<file path="src/rtl/core/itrd_pkg.sv">
// Shared constants, types and the digit-to-ASCII function of the radix converter.
// No dependencies.
package itrd_pkg;

   localparam int VALUE_WIDTH = 64;
   localparam int DIGIT_WIDTH = 6;
   localparam int CHAR_WIDTH  = 7;
   localparam int RADIX_WIDTH = 6;

   localparam logic [RADIX_WIDTH-1:0] RADIX_MIN   = 6'd2;
   localparam logic [RADIX_WIDTH-1:0] RADIX_MAX   = 6'd36;
   localparam logic [RADIX_WIDTH-1:0] RADIX_RESET = 6'd10;

   localparam logic [CHAR_WIDTH-1:0]  ASCII_ZERO     = 7'h30;
   localparam logic [CHAR_WIDTH-1:0]  ASCII_A        = 7'h41;
   localparam logic [DIGIT_WIDTH-1:0] DECIMAL_DIGITS = 6'd10;

   // Status handed from the divider to the sequencer
   typedef struct packed {
      logic done;
      logic quotient_zero;
   } div_status_type;

   // Map a digit value to '0'..'9' or 'A'..'Z'
   function automatic logic [CHAR_WIDTH-1:0] digit_to_ascii(input logic [DIGIT_WIDTH-1:0] d);
      logic [CHAR_WIDTH-1:0] c;
      if (d < DECIMAL_DIGITS) begin
         c = ASCII_ZERO + CHAR_WIDTH'(d);
      end else begin
         c = ASCII_A + CHAR_WIDTH'(d - DECIMAL_DIGITS);
      end
      return c;
   endfunction

endpackage

</file>
<file path="src/rtl/core/integer_to_radix_digits_top.sv">
// Radix digit converter: one 64-bit value in, its ASCII digits out, most significant first.
// Depends on itrd_pkg, itrd_div and itrd_ram.
//
// A request is taken when start is high and busy is low. Busy then stays high until the
// last character goes onto the outputs, and falls in the cycle that character is shown.
// Each digit costs one full pass of the shared bit-serial divider, and digits are stacked
// in a small RAM. The characters then leave one at a time, each through a RAM read and
// then the output register, each shown on rsp_digit_char for exactly one cycle with
// rsp_strobe high; the receiver cannot stall them. The next request can be taken in the
// same cycle that busy falls. Zero gives one '0'. The radix register resets to 10,
// saturates writes to 2..36, and must be written by the user only while busy is low;
// the block itself does not enforce this.
module integer_to_radix_digits_top #(
   parameter int MAX_DIGITS = 64
) (
   input  logic                                  clock,
   input  logic                                  reset,
   input  logic                                  start,
   output logic                                  busy,
   input  logic [itrd_pkg::VALUE_WIDTH-1:0]      req_value,
   output logic                                  rsp_strobe,
   output logic [itrd_pkg::CHAR_WIDTH-1:0]       rsp_digit_char,
   output logic                                  rsp_last_digit,
   input  logic                                  csr_write_enable,
   input  logic [itrd_pkg::RADIX_WIDTH-1:0]      csr_write_data
);
   import itrd_pkg::*;

   localparam int CNT_W  = $clog2(MAX_DIGITS + 1);
   localparam int ADDR_W = $clog2(MAX_DIGITS);
   localparam logic [CNT_W-1:0]  CNT_MAX  = CNT_W'(MAX_DIGITS);
   localparam logic [ADDR_W-1:0] ADDR_TOP = ADDR_W'(MAX_DIGITS - 1);

   typedef enum logic [3:0] {
      ST_IDLE   = 4'b0001,
      ST_DIVIDE = 4'b0010,
      ST_READ   = 4'b0100,
      ST_EMIT   = 4'b1000
   } state_type;

   state_type              state_ff, state_in;
   logic [CNT_W-1:0]       count_ff, count_in;
   logic [ADDR_W-1:0]      ptr_ff, ptr_in;
   logic [RADIX_WIDTH-1:0] radix_ff, radix_in;
   logic                   rsp_strobe_ff, rsp_strobe_in;
   logic [CHAR_WIDTH-1:0]  rsp_char_ff, rsp_char_in;
   logic                   rsp_last_ff, rsp_last_in;

   logic                   div_start;
   logic [VALUE_WIDTH-1:0] div_dividend;
   logic [VALUE_WIDTH-1:0] div_quotient;
   logic [DIGIT_WIDTH-1:0] div_remainder;
   div_status_type         div_status;

   logic                   ram_wr_en;
   logic                   ram_rd_en;
   logic [DIGIT_WIDTH-1:0] ram_rd_data;

   // Saturate radix writes into 2..36
   always_comb begin
      radix_in = radix_ff;
      if (csr_write_enable) begin
         priority if (csr_write_data < RADIX_MIN) begin
            radix_in = RADIX_MIN;
         end else if (csr_write_data > RADIX_MAX) begin
            radix_in = RADIX_MAX;
         end else begin
            radix_in = csr_write_data;
         end
      end
   end

   // Sequencer: divide digit by digit, then pop the stack
   always_comb begin
      state_in      = state_ff;
      count_in      = count_ff;
      ptr_in        = ptr_ff;
      div_start     = 1'b0;
      div_dividend  = div_quotient;
      ram_wr_en     = 1'b0;
      ram_rd_en     = 1'b0;
      rsp_strobe_in = 1'b0;
      rsp_char_in   = rsp_char_ff;
      rsp_last_in   = rsp_last_ff;
      unique case (state_ff)
         ST_IDLE: begin
            div_dividend = req_value;
            if (start) begin
               div_start = 1'b1;
               count_in  = '0;
               state_in  = ST_DIVIDE;
            end
         end
         ST_DIVIDE: begin
            if (div_status.done) begin
               if (count_ff < CNT_MAX) begin
                  ram_wr_en = 1'b1;
                  count_in  = count_ff + 1'b1;
                  ptr_in    = count_ff[ADDR_W-1:0];
               end else begin
                  ptr_in    = ADDR_TOP;
               end
               if (div_status.quotient_zero) begin
                  state_in = ST_READ;
               end else begin
                  div_start = 1'b1;
               end
            end
         end
         ST_READ: begin
            ram_rd_en = 1'b1;
            state_in  = ST_EMIT;
         end
         ST_EMIT: begin
            rsp_strobe_in = 1'b1;
            rsp_char_in   = digit_to_ascii(ram_rd_data);
            rsp_last_in   = (ptr_ff == '0);
            if (ptr_ff == '0) begin
               state_in = ST_IDLE;
            end else begin
               ptr_in   = ptr_ff - 1'b1;
               state_in = ST_READ;
            end
         end
         default: begin
            state_in = ST_IDLE;
         end
      endcase
   end

   // Control registers
   always_ff @(posedge clock) begin
      if (reset) begin
         state_ff      <= ST_IDLE;
         count_ff      <= '0;
         radix_ff      <= RADIX_RESET;
         rsp_strobe_ff <= 1'b0;
      end else begin
         state_ff      <= state_in;
         count_ff      <= count_in;
         radix_ff      <= radix_in;
         rsp_strobe_ff <= rsp_strobe_in;
      end
   end

   // Pointer and output payload
   always_ff @(posedge clock) begin
      ptr_ff      <= ptr_in;
      rsp_char_ff <= rsp_char_in;
      rsp_last_ff <= rsp_last_in;
   end

   itrd_div u_div (
      .clock     (clock),
      .reset     (reset),
      .start_in  (div_start),
      .dividend  (div_dividend),
      .divisor   (radix_ff),
      .quotient  (div_quotient),
      .remainder (div_remainder),
      .status    (div_status)
   );

   itrd_ram #(
      .WIDTH (DIGIT_WIDTH),
      .DEPTH (MAX_DIGITS)
   ) u_stack (
      .clock   (clock),
      .wr_en   (ram_wr_en),
      .wr_addr (count_ff[ADDR_W-1:0]),
      .wr_data (div_remainder),
      .rd_en   (ram_rd_en),
      .rd_addr (ptr_ff),
      .rd_data (ram_rd_data)
   );

   assign busy           = (state_ff != ST_IDLE);
   assign rsp_strobe     = rsp_strobe_ff;
   assign rsp_digit_char = rsp_char_ff;
   assign rsp_last_digit = rsp_last_ff;

endmodule

</file>
<file path="src/rtl/core/itrd_ram.sv">
// Generic single-write, single-read RAM with registered read data.
// No dependencies.
module itrd_ram #(
   parameter int WIDTH = 6,
   parameter int DEPTH = 64
) (
   input  logic                     clock,
   input  logic                     wr_en,
   input  logic [$clog2(DEPTH)-1:0] wr_addr,
   input  logic [WIDTH-1:0]         wr_data,
   input  logic                     rd_en,
   input  logic [$clog2(DEPTH)-1:0] rd_addr,
   output logic [WIDTH-1:0]         rd_data
);

   logic [WIDTH-1:0] mem_ff [DEPTH];
   logic [WIDTH-1:0] rd_data_ff;

   // Write port
   always_ff @(posedge clock) begin
      if (wr_en) begin
         mem_ff[wr_addr] <= wr_data;
      end
   end

   // Registered read port
   always_ff @(posedge clock) begin
      if (rd_en) begin
         rd_data_ff <= mem_ff[rd_addr];
      end
   end

   assign rd_data = rd_data_ff;

endmodule

</file>
<file path="src/rtl/core/itrd_div.sv">
// Restoring divider: 64-bit dividend by the radix, one quotient bit per cycle.
// Depends on itrd_pkg.
module itrd_div (
   input  logic                                clock,
   input  logic                                reset,
   input  logic                                start_in,
   input  logic [itrd_pkg::VALUE_WIDTH-1:0]    dividend,
   input  logic [itrd_pkg::RADIX_WIDTH-1:0]    divisor,
   output logic [itrd_pkg::VALUE_WIDTH-1:0]    quotient,
   output logic [itrd_pkg::DIGIT_WIDTH-1:0]    remainder,
   output itrd_pkg::div_status_type            status
);
   import itrd_pkg::*;

   localparam int STEP_W = $clog2(VALUE_WIDTH);
   localparam logic [STEP_W-1:0] LAST_STEP = STEP_W'(VALUE_WIDTH - 1);

   logic [VALUE_WIDTH-1:0] quo_ff, quo_in;
   logic [DIGIT_WIDTH-1:0] rem_ff, rem_in;
   logic [STEP_W-1:0]      step_ff, step_in;
   logic                   run_ff, run_in;
   logic                   done_ff, done_in;
   logic [DIGIT_WIDTH:0]   rem_shift;
   logic [DIGIT_WIDTH:0]   rem_sub;
   logic                   fits;

   // Shift in the next dividend bit and try the subtraction
   assign rem_shift = {rem_ff, quo_ff[VALUE_WIDTH-1]};
   assign fits      = rem_shift >= {1'b0, divisor};
   assign rem_sub   = rem_shift - {1'b0, divisor};

   // Load on start, otherwise advance one bit while running
   always_comb begin
      quo_in  = quo_ff;
      rem_in  = rem_ff;
      step_in = step_ff;
      run_in  = run_ff;
      done_in = 1'b0;
      if (start_in) begin
         quo_in  = dividend;
         rem_in  = '0;
         step_in = '0;
         run_in  = 1'b1;
      end else if (run_ff) begin
         quo_in  = {quo_ff[VALUE_WIDTH-2:0], fits};
         rem_in  = fits ? rem_sub[DIGIT_WIDTH-1:0] : rem_shift[DIGIT_WIDTH-1:0];
         step_in = step_ff + 1'b1;
         if (step_ff == LAST_STEP) begin
            run_in  = 1'b0;
            done_in = 1'b1;
         end
      end
   end

   // Control registers
   always_ff @(posedge clock) begin
      if (reset) begin
         run_ff  <= 1'b0;
         done_ff <= 1'b0;
         step_ff <= '0;
      end else begin
         run_ff  <= run_in;
         done_ff <= done_in;
         step_ff <= step_in;
      end
   end

   // Datapath registers
   always_ff @(posedge clock) begin
      quo_ff <= quo_in;
      rem_ff <= rem_in;
   end

   assign quotient             = quo_ff;
   assign remainder            = rem_ff;
   assign status.done          = done_ff;
   assign status.quotient_zero = (quo_ff == '0);

endmodule

</file>
<file path="config.mk">
export PLATFORM = sky130hd
export DESIGN_NAME = integer_to_radix_digits_top
export DESIGN_NICKNAME = d
export VERILOG_FILES = /design/src/rtl/core/itrd_pkg.sv /design/src/rtl/core/integer_to_radix_digits_top.sv /design/src/rtl/core/itrd_ram.sv /design/src/rtl/core/itrd_div.sv
export SDC_FILE = /design/constraint.sdc
export NUM_CORES = 1
export LEC_CHECK = 0
export BUFFER_PORTS_ARGS = -buffer_cell sky130_fd_sc_hd__buf_2
export CORE_MARGIN = 3
export CORE_UTILIZATION = 60
export DETAILED_ROUTE_END_ITERATION = 12
export GPL_TIMING_DRIVEN = 0
export HOLD_SLACK_MARGIN = 0.05
export PLACE_DENSITY_LB_ADDON = 0.2
export SLEW_MARGIN = 10
export SYNTH_ARGS = -nofsm -noshare
export SYNTH_HDL_FRONTEND = slang
export SYNTH_SLANG_ARGS = --single-unit
</file>
<file path="constraint.sdc">
create_clock -name clock -period 6.6 [get_ports clock]
set_input_delay 1.32 -clock clock [delete_from_list [all_inputs] [get_ports clock]]
set_output_delay 1.32 -clock clock [all_outputs]
set_load 0.02 [all_outputs]
</file>
==> metrics.md <==
| Metric | Value |
|---|---|
| Worst Setup End Kind | flip-flop |
| Largest net degree at the start of global routing | 47 |
| Core area | 33000 sq um |
| Dominant cell type by area after synthesis | edfxtp_1 |
| Leakage power total | 7.72 nW |
| Via/cell ratio | 6.58 |
| Met2 wire len | 23.6 mm |
| Share of layout cells above drive strength 1 | 26.5% |
| IO Pins | 84 |
| Iteration-0 DRC count of the detailed router | 1359 |
| Status | finished clean |
| I/O Buffers | 83 |
| Worst Clk Skew | 20.6 ps |
| Via count | 11600 |
| Post-cts resize count | 0 |
| Synthesized net count | 1236 |
| Filler cells | 2112 |
| Critical Path RT | 6790 ps |
| Initial antenna violation count | 0 |
| Xor and xnor area share after synthesis | 0.856% |
| Avg Synthesized Cell Area | 17.8 sq um |
| Number of synthesized flops with an enable pin | 468 |
| Simple-Gate Fraction of Synth Area | 5.48% |
| Setup bufs post-CTS | 0 |
| Routed wire length | 49.6 mm |
| Initial core utilization | 61.9% |
| Met3 routed WL | 4.90 mm |
| Global-route wire length before repair | 73.5 mm |
| Post-synthesis cell type count | 64 |
| Fin crit share | 57.3% |
| Post-route minimum period | 3780 ps |
| Max-cap violations | 0 |
| Critical-path maximum fanout | 10 |
| Maximum VDD drop | 273 uV |
| Die Width | 191 um |
| CP max stage delay | 790 ps |
| Tightest Hold Check Type | reg -> reg |
| Yosys Warn Count | 0 |
| First drt pass iteration count | 8 |
| Top Metal Used | met4 |
| CTS tree | done |
| M1 WL | 18.7 mm |
| CTS Buf Count | 48 |
| Area share of fa/ha/maj cells after synthesis | 0.893% |
| Combinational family with the most area after synthesis | multiplexers |
| GR Overflow Total | 0 |
| Critical path arrival | 3970 ps |
| Compound-Gate Fraction of Synth Area | 4.61% |
| Clock transition at path regs | 70 ps |
| Setup CP Type | reg -> reg |
| Total track usage | 27.8% |
| RSZ-0062 raised after global routing | false |
| Pwr per Cell Area | 300 nW/um^2 |
| Seq/Total Area, Yosys | 71.8% |
| DRC errors left | 0 |
| WL per Instance | 28.0 um |
| Die Span Y | 191 um |
| Number of cell rows | 66 |
| Setup-failing EPs final | 0 |
| Asr flop ratio synth | 0% |
| Proportion of synthesized area in mux cells | 14.4% |
| Die area | 36300 sq um |
| CTS sink count | 500 |
| R2R Setup Slk | 2820 ps |
| Power Total | 6.94 mW |
| Vias in the first global route | 11700 |
| Synth Cell Area | 20500 sq um |
| Syn Inst Count | 1148 |
| Clk_lat worst skew | 570 ps |
| Detailed Place HPWL | 31.9 mm |
| H-tree Lvls | 2 |
| Nets | 1378 |
| Primary FF master, synth | edfxtp_1 |
| Worst path cell trace | buf_1 > clkbuf_1 > inv_1 > ha_1 > and3_1 > o21ai_0 |
| Final Util | 70.0% |
| Top post-synthesis cells by area | edfxtp_1 (69%), mux4_2 (9.9%), mux2_2 (3.2%), dfxtp_1 (3.1%), nor2_1 (1.9%) |
| CTS Hold Bufs | 0 |
| Max Clk Rate | 0.264 GHz |
| Max Root-Sink Buffers | 3 |
| Max-slew violations | 0 |
| Yosys top cell area share | 68.7% |
| Antenna diodes | 0 |
| Root cell of the clock tree | clkbuf_16 |
| Post-DRT Antenna Nets | 0 |
| RePlAce Congestion | 0.847 |
| Synthesis-to-layout area growth | 13.1% |
| Seq cells post-synth | 500 |
| CP startpoint kind | flip-flop |
| Worst Tran Pin Value | 1210 ps |
| Relative slew slack | 19.2% |
| Slowest-stage cell, CP | buf_1 |
| Final Hold Viols | 0 |
worst max-delay path: cells and delay by family (launching register included):
family | cells | cell delay, ps
and+or+nand+nor | 1 | 200
buffers and inverters | 3 | 1730
AOI/OAI and AO/OA | 1 | 740
DFF | 1 | 490
adders and majority gates | 1 | 220
sequential cells by signal (all words and copies together) (netlist names):
name             count
rsp_strobe           1
u_stack.mem_ff     384
u_div.quotient      64
rsp_last_digit       1
count_ff             7
rsp_digit_char       7
u_stack.rd_data      6
u_div.step_ff        6
u_div.run_ff         1
state_ff             4
u_div.done_ff        1
ptr_ff               6
u_div.remainder      6
radix_ff             6
cells in the final DEF (no fill, tap or decap), types with 8 or more instances in the layout:
cell / count
o21ai_0: 12
mux4_2: 90
a22oi_1: 18
buf_2: 91
nor2_1: 101
ha_1: 13
buf_1: 11
mux2i_1: 19
a211oi_1: 8
mux2_2: 58
dfxtp_1: 26
clkbuf_16: 49
buf_12: 8
nor3_1: 13
nand2_1: 36
clkbuf_1: 33
a221oi_1: 10
a21oi_1: 31
xnor2_1: 14
clkinv_1: 9
o221ai_1: 8
nor4_1: 17
inv_1: 26
clkinv_2: 8
nand3_1: 12
edfxtp_1: 468
a22o_1: 9
buf_6: 8
cells by family (layout without fill, tap and decap cells):
kind of cell | Yosys count | in the layout
flops | 500 | 500
simple gates | 228 | 228
mux | 174 | 174
compound gates | 132 | 132
buf+inv | 80 | 258
xor+xnor | 20 | 20
fa+ha+maj | 14 | 14
Yosys cell counts, drive strengths merged, types with 9 or more instances:
cell,n
mux2i,19
clkbuf,21
buf,33
nor3,13
a22oi,18
o21ai,14
nor4,20
ha,13
mux4,90
a221oi,10
xnor2,14
inv,26
mux2,65
nand2,36
a21oi,32
a22o,9
nor2,101
nand3,12
edfxtp,468
dfxtp,32
worst paths after layout:
| check | start | to | cells after the start |
|---|---|---|---|
| worst max-delay path | ptr_ff[1] | ptr_ff[4] | 6 |
| worst min-delay path | radix_ff[4] | radix_ff[4] | 2 |
| worst max register to register | ptr_ff[1] | ptr_ff[4] | 6 |
| worst min register to register | radix_ff[4] | radix_ff[4] | 2 |
stage by stage:
step / setup TNS (ps) / setup WS (ps) / std cells / hold slack [ps] / instance area, sq um
2_1_floorplan: 0 / 1320 / 1148 / 440 / 20500
3_3_place_gp: -11460 / -181 / 1673 / 456 / 21400
3_5_place_dp: 0 / 2960 / 1682 / 456 / 21600
4_1_cts: 0 / 2930 / 1768 / 466 / 23100
5_1_grt: 0 / 2770 / 1768 / 495 / 23100
6_report: 0 / 2820 / 1768 / 463 / 23100
cell type report:
| class | instances | area, sq um | area share (%) |
|---|---|---|---|
| inverters | 26 | 97.6 | 0.422 |
| well taps | 442 | 553 | 2.39 |
| clock buffers | 61 | 1270 | 5.50 |
| flip-flops and latches | 500 | 14700 | 63.6 |
| clock inverters | 25 | 225 | 0.974 |
| repair buffers | 92 | 583 | 2.52 |
| multi-input cells | 568 | 5400 | 23.3 |
| plain buffers | 54 | 295 | 1.28 |
where the power goes:
group / internal, mW / switching, mW / total [mW]
logic: 0.183 / 0.276 / 0.458
clock network: 1.52 / 1.14 / 2.65
registers: 3.71 / 0.117 / 3.83
metal layers:
layer  global-route usage [%]  vias up
met5                        0        -
met4                     12.0        0
met3                     5.39      140
met2                     43.9      711
met1                     38.7     5860
li1                         -     4929
Power figures use the tool's default switching activity.
